**config.mk**
```make
export PLATFORM = sky130hd
export DESIGN_NAME = base64_line_encoder_unit
export DESIGN_NICKNAME = d
export VERILOG_FILES = /design/src/sv/b64le_pkg.sv /design/src/sv/b64le_front.sv /design/src/sv/b64le_queue.sv /design/src/sv/b64le_back.sv /design/src/sv/base64_line_encoder_unit.sv
export SDC_FILE = /design/constraint.sdc
export NUM_CORES = 1
export LEC_CHECK = 0
export BUFFER_PORTS_ARGS = -buffer_cell sky130_fd_sc_hd__buf_2
export CAP_MARGIN = 40
export CORE_MARGIN = 2
export CORE_UTILIZATION = 45
export CTS_BUF_LIST = sky130_fd_sc_hd__clkbuf_16
export CTS_CLUSTER_DIAMETER = 50
export DETAILED_ROUTE_END_ITERATION = 10
export SYNTH_ARGS = -nofsm -noshare
export SYNTH_HDL_FRONTEND = slang
export SYNTH_SLANG_ARGS = --single-unit
```
**constraint.sdc**
```tcl
create_clock -name i_clk -period 4.5 [get_ports i_clk]
set_clock_uncertainty 0.2 [all_clocks]
set_input_delay 0.45 -clock i_clk [delete_from_list [all_inputs] [get_ports i_clk]]
set_output_delay 0.45 -clock i_clk [all_outputs]
set_load 0.02 [all_outputs]
```
**src/sv/b64le_pkg.sv**
```systemverilog
`default_nettype none
package b64le_pkg;

    localparam int MAX_LINE_GROUPS = 16;
    localparam int FULL_LINE_BYTES = 48;
    localparam int CFG_W = 5;
    localparam logic [CFG_W-1:0] LINE_GROUPS_RESET = CFG_W'(FULL_LINE_BYTES / 3);
    localparam logic [CFG_W-1:0] LINE_GROUPS_MAX = CFG_W'(MAX_LINE_GROUPS);

    localparam int CHAR_W = 7;
    localparam logic [CHAR_W-1:0] PAD_CHAR = 7'd61;
    localparam logic [CHAR_W-1:0] LF_CHAR = 7'd10;

    localparam int QUEUE_DEPTH = 4;
    localparam int QPTR_W = $clog2(QUEUE_DEPTH);
    localparam int QCNT_W = $clog2(QUEUE_DEPTH + 1);

    localparam logic KIND_DATA = 1'b0;
    localparam logic KIND_FINISH = 1'b1;

    // One output burst: a group of four characters and/or a line feed.
    typedef struct packed {
        logic [23:0] bits;
        logic [2:0]  n_alpha;
        logic        quad;
        logic        lf;
        logic        fin;
    } t_job;

    function automatic logic [CHAR_W-1:0] b64_char(input logic [5:0] v);
        logic [CHAR_W-1:0] c;
        if (v < 6'd26) begin
            c = 7'd65 + {1'b0, v};
        end else if (v < 6'd52) begin
            c = 7'd71 + {1'b0, v};
        end else if (v < 6'd62) begin
            c = {1'b0, v} - 7'd4;
        end else if (v == 6'd62) begin
            c = 7'd43;
        end else begin
            c = 7'd47;
        end
        return c;
    endfunction

endpackage
`default_nettype wire

```
**src/sv/b64le_front.sv**
```systemverilog
`default_nettype none
module b64le_front (
    input  wire logic                           i_clk,
    input  wire logic                           i_rst_n,
    input  wire logic                           i_cfg_we,
    input  wire logic [b64le_pkg::CFG_W-1:0]    i_cfg_wdata,
    input  wire logic                           i_accept,
    input  wire logic                           i_kind,
    input  wire logic [7:0]                     i_byte,
    output logic                                o_push,
    output b64le_pkg::t_job                     o_job
);

    logic [b64le_pkg::CFG_W-1:0] r_line_groups;
    logic [15:0]                 r_held, n_held;
    logic [1:0]                  r_bg, n_bg;
    logic [4:0]                  r_gl, n_gl;
    logic [4:0]                  gl_inc;
    logic [b64le_pkg::CFG_W-1:0] groups_use;

    always_comb begin
        if (r_line_groups == '0) begin
            groups_use = b64le_pkg::CFG_W'(1);
        end else if (r_line_groups > b64le_pkg::LINE_GROUPS_MAX) begin
            groups_use = b64le_pkg::LINE_GROUPS_MAX;
        end else begin
            groups_use = r_line_groups;
        end
    end

    assign gl_inc = r_gl + 5'd1;

    always_comb begin
        n_held = r_held;
        n_bg   = r_bg;
        n_gl   = r_gl;
        o_push = 1'b0;
        o_job  = '0;
        if (i_accept) begin
            if (i_kind == b64le_pkg::KIND_DATA) begin
                unique case (r_bg)
                    2'd0: begin
                        n_held = {i_byte, 8'h00};
                        n_bg   = 2'd1;
                    end
                    2'd1: begin
                        n_held = {r_held[15:8], i_byte};
                        n_bg   = 2'd2;
                    end
                    default: begin
                        o_push        = 1'b1;
                        o_job.bits    = {r_held, i_byte};
                        o_job.n_alpha = 3'd4;
                        o_job.quad    = 1'b1;
                        o_job.lf      = (gl_inc >= groups_use);
                        o_job.fin     = 1'b0;
                        n_held        = '0;
                        n_bg          = 2'd0;
                        n_gl          = o_job.lf ? 5'd0 : gl_inc;
                    end
                endcase
            end else begin
                if (r_bg != 2'd0 || r_gl != 5'd0) begin
                    o_push        = 1'b1;
                    o_job.bits    = (r_bg == 2'd1) ? {r_held[15:8], 16'h0000}
                                                   : {r_held, 8'h00};
                    o_job.n_alpha = (r_bg == 2'd1) ? 3'd2 : 3'd3;
                    o_job.quad    = (r_bg != 2'd0);
                    o_job.lf      = 1'b1;
                    o_job.fin     = 1'b1;
                end
                n_held = '0;
                n_bg   = 2'd0;
                n_gl   = 5'd0;
            end
        end
    end

    always_ff @(posedge i_clk) begin
        if (!i_rst_n) begin
            r_line_groups <= b64le_pkg::LINE_GROUPS_RESET;
            r_held        <= '0;
            r_bg          <= 2'd0;
            r_gl          <= 5'd0;
        end else begin
            if (i_cfg_we) begin
                r_line_groups <= i_cfg_wdata;
            end
            r_held <= n_held;
            r_bg   <= n_bg;
            r_gl   <= n_gl;
        end
    end

endmodule
`default_nettype wire

```
**src/sv/b64le_queue.sv**
```systemverilog
`default_nettype none
module b64le_queue (
    input  wire logic               i_clk,
    input  wire logic               i_rst_n,
    input  wire logic               i_push,
    input  wire b64le_pkg::t_job    i_job,
    output logic                    o_full,
    output logic                    o_valid,
    output b64le_pkg::t_job         o_job,
    input  wire logic               i_pop
);

    b64le_pkg::t_job                    r_mem [b64le_pkg::QUEUE_DEPTH];
    logic [b64le_pkg::QPTR_W-1:0]       r_wr, r_rd;
    logic [b64le_pkg::QCNT_W-1:0]       r_cnt;
    logic                               do_push, do_pop;

    assign o_full  = (r_cnt == b64le_pkg::QCNT_W'(b64le_pkg::QUEUE_DEPTH));
    assign o_valid = (r_cnt != '0);
    assign o_job   = r_mem[r_rd];
    assign do_push = i_push && !o_full;
    assign do_pop  = i_pop && o_valid;

    always_ff @(posedge i_clk) begin
        if (do_push) begin
            r_mem[r_wr] <= i_job;
        end
    end

    always_ff @(posedge i_clk) begin
        if (!i_rst_n) begin
            r_wr  <= '0;
            r_rd  <= '0;
            r_cnt <= '0;
        end else begin
            if (do_push) begin
                r_wr <= r_wr + 1'b1;
            end
            if (do_pop) begin
                r_rd <= r_rd + 1'b1;
            end
            if (do_push && !do_pop) begin
                r_cnt <= r_cnt + 1'b1;
            end else if (do_pop && !do_push) begin
                r_cnt <= r_cnt - 1'b1;
            end
        end
    end

endmodule
`default_nettype wire

```
**src/sv/b64le_back.sv**
```systemverilog
`default_nettype none
module b64le_back (
    input  wire logic                           i_clk,
    input  wire logic                           i_rst_n,
    input  wire logic                           i_valid,
    input  wire b64le_pkg::t_job                i_job,
    output logic                                o_pop,
    output logic                                o_tvalid,
    input  wire logic                           i_tready,
    output logic [b64le_pkg::CHAR_W-1:0]        o_char,
    output logic                                o_last,
    output logic                                o_end
);

    logic [2:0]                     r_pos;
    logic                           r_valid;
    logic [b64le_pkg::CHAR_W-1:0]   r_char, n_char;
    logic                           r_last, r_end;
    logic [2:0]                     total;
    logic                           is_last, emit;
    logic [5:0]                     sextet;

    assign total   = (i_job.quad ? 3'd4 : 3'd0) + {2'b00, i_job.lf};
    assign is_last = (r_pos == total - 3'd1);
    assign emit    = i_valid && (!r_valid || i_tready);
    assign o_pop   = emit && is_last;

    always_comb begin
        unique case (r_pos[1:0])
            2'd0:    sextet = i_job.bits[23:18];
            2'd1:    sextet = i_job.bits[17:12];
            2'd2:    sextet = i_job.bits[11:6];
            default: sextet = i_job.bits[5:0];
        endcase
        if (i_job.quad && r_pos < 3'd4) begin
            n_char = (r_pos < i_job.n_alpha) ? b64le_pkg::b64_char(sextet)
                                             : b64le_pkg::PAD_CHAR;
        end else begin
            n_char = b64le_pkg::LF_CHAR;
        end
    end

    always_ff @(posedge i_clk) begin
        if (emit) begin
            r_char <= n_char;
            r_last <= is_last;
            r_end  <= is_last && i_job.fin;
        end
    end

    always_ff @(posedge i_clk) begin
        if (!i_rst_n) begin
            r_pos   <= 3'd0;
            r_valid <= 1'b0;
        end else begin
            if (emit) begin
                r_valid <= 1'b1;
                r_pos   <= is_last ? 3'd0 : r_pos + 3'd1;
            end else if (i_tready) begin
                r_valid <= 1'b0;
            end
        end
    end

    assign o_tvalid = r_valid;
    assign o_char   = r_char;
    assign o_last   = r_last;
    assign o_end    = r_end;

endmodule
`default_nettype wire

```
**src/sv/base64_line_encoder_unit.sv**
```systemverilog
`default_nettype none
// Base64 encoder with line wrap. Bytes enter on the slave stream at up to one per cycle
// while the four-entry job queue has room; every third byte, and every finish that has
// something pending, queues one job of one to five characters. The master stream sends one
// character per cycle while m_axis_tready is high and a job is queued, from a registered
// output stage, so the sustained rate is set by that stage: four characters per three
// bytes plus a line feed per line. i_cfg_wdata sets groups per line (0 acts as 1, above
// 16 as 16); write it only while idle. Reset is synchronous, active low.
module base64_line_encoder_unit (
    input  wire logic                           i_clk,
    input  wire logic                           i_rst_n,
    input  wire logic                           i_cfg_we,
    input  wire logic [b64le_pkg::CFG_W-1:0]    i_cfg_wdata,
    input  wire logic                           s_axis_tvalid,
    output logic                                s_axis_tready,
    input  wire logic [7:0]                     s_axis_tdata,   // data_byte
    input  wire logic                           s_axis_tuser,   // kind
    output logic                                m_axis_tvalid,
    input  wire logic                           m_axis_tready,
    output logic [7:0]                          m_axis_tdata,   // out_char, zero bit 7
    output logic                                m_axis_tlast,   // last_of_run
    output logic                                m_axis_tuser    // message_end
);

    logic                           push, full, q_valid, pop;
    b64le_pkg::t_job                push_job, head_job;
    logic [b64le_pkg::CHAR_W-1:0]   out_char;

    assign s_axis_tready = !full;

    b64le_front u_front (
        .i_clk       (i_clk),
        .i_rst_n     (i_rst_n),
        .i_cfg_we    (i_cfg_we),
        .i_cfg_wdata (i_cfg_wdata),
        .i_accept    (s_axis_tvalid && s_axis_tready),
        .i_kind      (s_axis_tuser),
        .i_byte      (s_axis_tdata),
        .o_push      (push),
        .o_job       (push_job)
    );

    b64le_queue u_queue (
        .i_clk   (i_clk),
        .i_rst_n (i_rst_n),
        .i_push  (push),
        .i_job   (push_job),
        .o_full  (full),
        .o_valid (q_valid),
        .o_job   (head_job),
        .i_pop   (pop)
    );

    b64le_back u_back (
        .i_clk    (i_clk),
        .i_rst_n  (i_rst_n),
        .i_valid  (q_valid),
        .i_job    (head_job),
        .o_pop    (pop),
        .o_tvalid (m_axis_tvalid),
        .i_tready (m_axis_tready),
        .o_char   (out_char),
        .o_last   (m_axis_tlast),
        .o_end    (m_axis_tuser)
    );

    assign m_axis_tdata = {1'b0, out_char};

endmodule
`default_nettype wire

```
==> metrics.md <==
| Metric | Value |
|---|---|
| CP Depth | 13 |
| # port buffers | 29 |
| CTS tree | yes |
| Max-Cap Viols | 0 |
| Fin crit share | 0.871 |
| Met2 Track Usage GR | 0.294 |
| Top-Level Pins | 31 |
| Reg clk slew, reported paths | 0.06 ns |
| Crit path max fanout | 24 |
| GRT Overall Usage | 0.184 |
| DR vias | 4464 |
| Achievable Freq | 0.255 GHz |
| Worst Max-Slew Pin Slew | 0.745 ns |
| Die H | 133 microns |
| Grt ovf | 0 |
| Mapped Avg Cell Area | 13.7 sq um |
| Pleak | 3.03 nW |
| Post-Syn Instances | 545 |
| Crit-path most repeated cell | o21ai_0 |
| Synth Area in Simple Gates | 0.106 |
| WL per Instance | 18.9 microns |
| Longest Clk Path Bufs | 2 |
| Routability Congestion | 0.854 |
| DP Cell Count | 788 |
| RSZ-0062 raised after global routing | false |
| Met3 usage | 0.0341 |
| Share of cells above drive strength 1 | 0.177 |
| Crit start category | flop |
| Critical path class | reg -> reg |
| First-pass GRT wire length | 24100 microns |
| Commonest non-fill, non-tap cell in the layout | edfxtp_1 |
| Mapped cell area | 7460 sq um |
| Worst Path Buf+Inv | 2 |
| Hpwl dp | 10900 microns |
| Fin worst setup slack | 0.582 ns |
| Via density per instance | 5.44 |
| Slew HR | 0.499 |
| Setup WS pre-CTS | 0.622 ns |
| R2R Path End | u_back.o_char[3]$_SDFFCE_PN1P_ |
| HP Start | i_cfg_wdata[4] |
| Final setup viols | 0 |
| CP peak stage delay | 0.74 ns |
| Worst EP required | 4.45 ns |
| Largest family of logic cells by synthesized area | simple AND/OR/NAND/NOR gates |
| Top FF cell, synth | edfxtp_1 |
| Slowest CP cell | dfxtp_2 |
| Post-CTS Hold Buffers | 0 |
| Mux contribution to synthesized area | 0.0946 |
| Wirelength, routed | 15500 microns |
| Met1 Track Usage GR | 0.248 |
| Power per cell area | 531 nW/um^2 |
| Post-Synth Adder-Cell Area | 0.0413 |
| GRT busiest layer | met2 |
| Period minus WS final | 3.92 ns |
| Setup TNS | 0 ns |
| # DRC | 0 |
| Fin. Hold Viols | 0 |
| Syn_nets | 588 |
| Synthesis Warnings | 0 |
| CTS sink count | 166 |
| Status | completed |
| Worst VDD drop | 0.310 mV |
| Post-synth ARST share | 0 |
| Hold crit path type | in -> reg |
| Initial antenna violation count | 0 |
| Max-slew violations | 0 |
| EDFF count, synth | 125 |
| Worst Setup End Kind | flop |
| Yosys reg bits | 166 |
| Design Power | 4.47 mW |
| Nets | 630 |
| Worst path cell trace | mux2_2, a222oi_1, nand4_1, o21ai_0, inv_1, ha_1, o21ai_0, a31oi_1, a221oi_2, buf_4, nor2_4, a2111oi_4, a22oi_2 |
| DRT Pass-1 Iters | 6 |
| Final cell count without fillers | 820 |
| Hold-critical path depth | 3 |
| Post-synthesis compound-gate area fraction | 0.103 |
| CTS Buf Count | 17 |
| Number of distinct library cells after synthesis | 60 |
| Area Overhead vs Synth | 12.9% |
| Worst Hold Path EP | u_front.r_line_groups[4]$_SDFFE_PN1P_ |
| Reg-to-reg slack, setup | 0.58 ns |
| Postcts setup bufs | 0 |
| ANT nets after route | 0 |
| R2r worst-path depth | 13 |
| Initial Util | 0.454 |
| Top delay family on crit path | compound AO/OA/AOI/OAI gates |
| Diode count | 0 |
| WP data arrival | 3.87 ns |
| Fin Hold WS | 0.0654 ns |
| Htree depth | 4 |
| Skew-Pair Late Insertion Delay | 0.43 ns |
| Register area share after synthesis | 0.614 |
| Die extent in x | 133 microns |
| Most frequent cells in the layout | edfxtp_1, and2_1, dfxtp_1, nand2_1 |
| Xor/xnor cell area share of the yosys netlist | 0.0117 |
| Largest net degree at the start of global routing | 34 |
| Core area | 16400 sq um |
| Rows | 47 |
| Post-CTS Resized | 0 |
| Die area | 17600 sq um |
| Vias in the first global route | 4463 |
| DRT iter0 DRCs | 321 |
| Clock root buffer | clkbuf_16 |
## routing by layer
layer,routed length [microns],part of all wire
met5,0,0
met4,270,0.017
met3,665,0.043
met2,7430,0.48
met1,7170,0.46
## worst register-to-register path, cell delays in order (launching register included)
cell and delay [ns]:
dfxtp_2 0.74, mux2_2 0.42, a222oi_1 0.28, nand4_1 0.20, o21ai_0 0.23, inv_1 0.19
ha_1 0.25, o21ai_0 0.08, a31oi_1 0.08, a221oi_2 0.31, buf_4 0.22, nor2_4 0.07
a2111oi_4 0.31, a22oi_2 0.08
## state kept, by name (all words and copies together), names as in the netlist, named ones only
signal and flops:
u_queue.r_mem 116, u_front.r_gl 5, u_queue.r_rd 2, u_back.o_last 1, u_front.r_held 16, u_back.r_pos 3, u_queue.r_cnt 3, u_front.r_line_groups 5
u_back.o_char 7, u_front.r_bg 2, u_queue.r_wr 2, u_back.o_end 1, u_back.o_tvalid 1
## Yosys cell counts, types with 3 or more instances
master,number,area (sq um)
and2_1,42,263
nor2b_1,19,119
mux2i_1,30,300
ha_1,23,288
buf_6,3,33.8
nand3_1,16,80.1
xnor2_1,7,61.3
nand2_1,32,120
a21o_1,5,37.5
a222oi_1,3,30.0
a21boi_0,12,90.1
a22o_1,8,70.1
a31o_2,4,35.0
a21oi_1,14,70.1
nor4_1,3,18.8
a31oi_1,4,25.0
a211o_1,3,26.3
dfxtp_1,41,821
a22oi_1,5,37.5
o22ai_1,6,37.5
inv_1,24,90.1
edfxtp_1,125,3750
buf_2,4,20.0
xor2_1,3,26.3
nor3_1,6,30.0
o21a_1,4,30.0
o21ai_0,11,55.1
nand2b_1,9,56.3
clkbuf_1,10,37.5
mux2_2,11,124
mux4_2,10,225
nor2_1,10,37.5
## power breakdown
group | switching [mW] | leakage, nW | internal (mW)
Combinational | 0.753 | 1.17 | 0.465
Sequential | 0.0665 | 1.58 | 1.80
Clock | 0.573 | 0.273 | 0.808
## kinds of logic after synthesis
logic type / Yosys count
xor gates and xnor gates: 10
DFF: 166
other: 1
muxes: 54
AOI/OAI and AO/OA: 101
buffers and inverters: 44
and+or+nand+nor: 145
adders and majority gates: 24
## cell type report
| type | instances | area (sq um) |
|---|---|---|
| flip-flops and latches | 166 | 4580 |
| inverters | 24 | 90.1 |
| repair buffers | 43 | 248 |
| multi-input cells | 335 | 2670 |
| well taps | 220 | 275 |
| clock inverters | 15 | 136 |
| clock buffers | 17 | 425 |
| fillers | 1411 | 7990 |
## stage by stage
step | area (sq um) | utilization
4_1_cts | 8420 | 0.513
6_report | 8420 | 0.513
3_5_place_dp | 7850 | 0.479
3_3_place_gp | 7850 | 0.478
5_1_grt | 8420 | 0.513
2_1_floorplan | 7460 | -
## worst max path at each step
stage | slack (ns) | start | end
CTS | 0.62 | flop | u_queue.r_cnt[2]$_SDFFE_PN0P_
finish | 0.58 | flop | u_back.o_char[3]$_SDFFCE_PN1P_
detailed placement | 0.62 | flop | u_back.o_char[3]$_SDFFCE_PN1P_
global placement | 0.68 | flop | u_back.o_char[3]$_SDFFCE_PN1P_
global route | 0.33 | flop | u_back.o_char[3]$_SDFFCE_PN1P_
floorplan | 0.99 | flop | u_back.o_char[3]$_SDFFCE_PN1P_
Note: power is estimated with default switching activity, not from simulation.
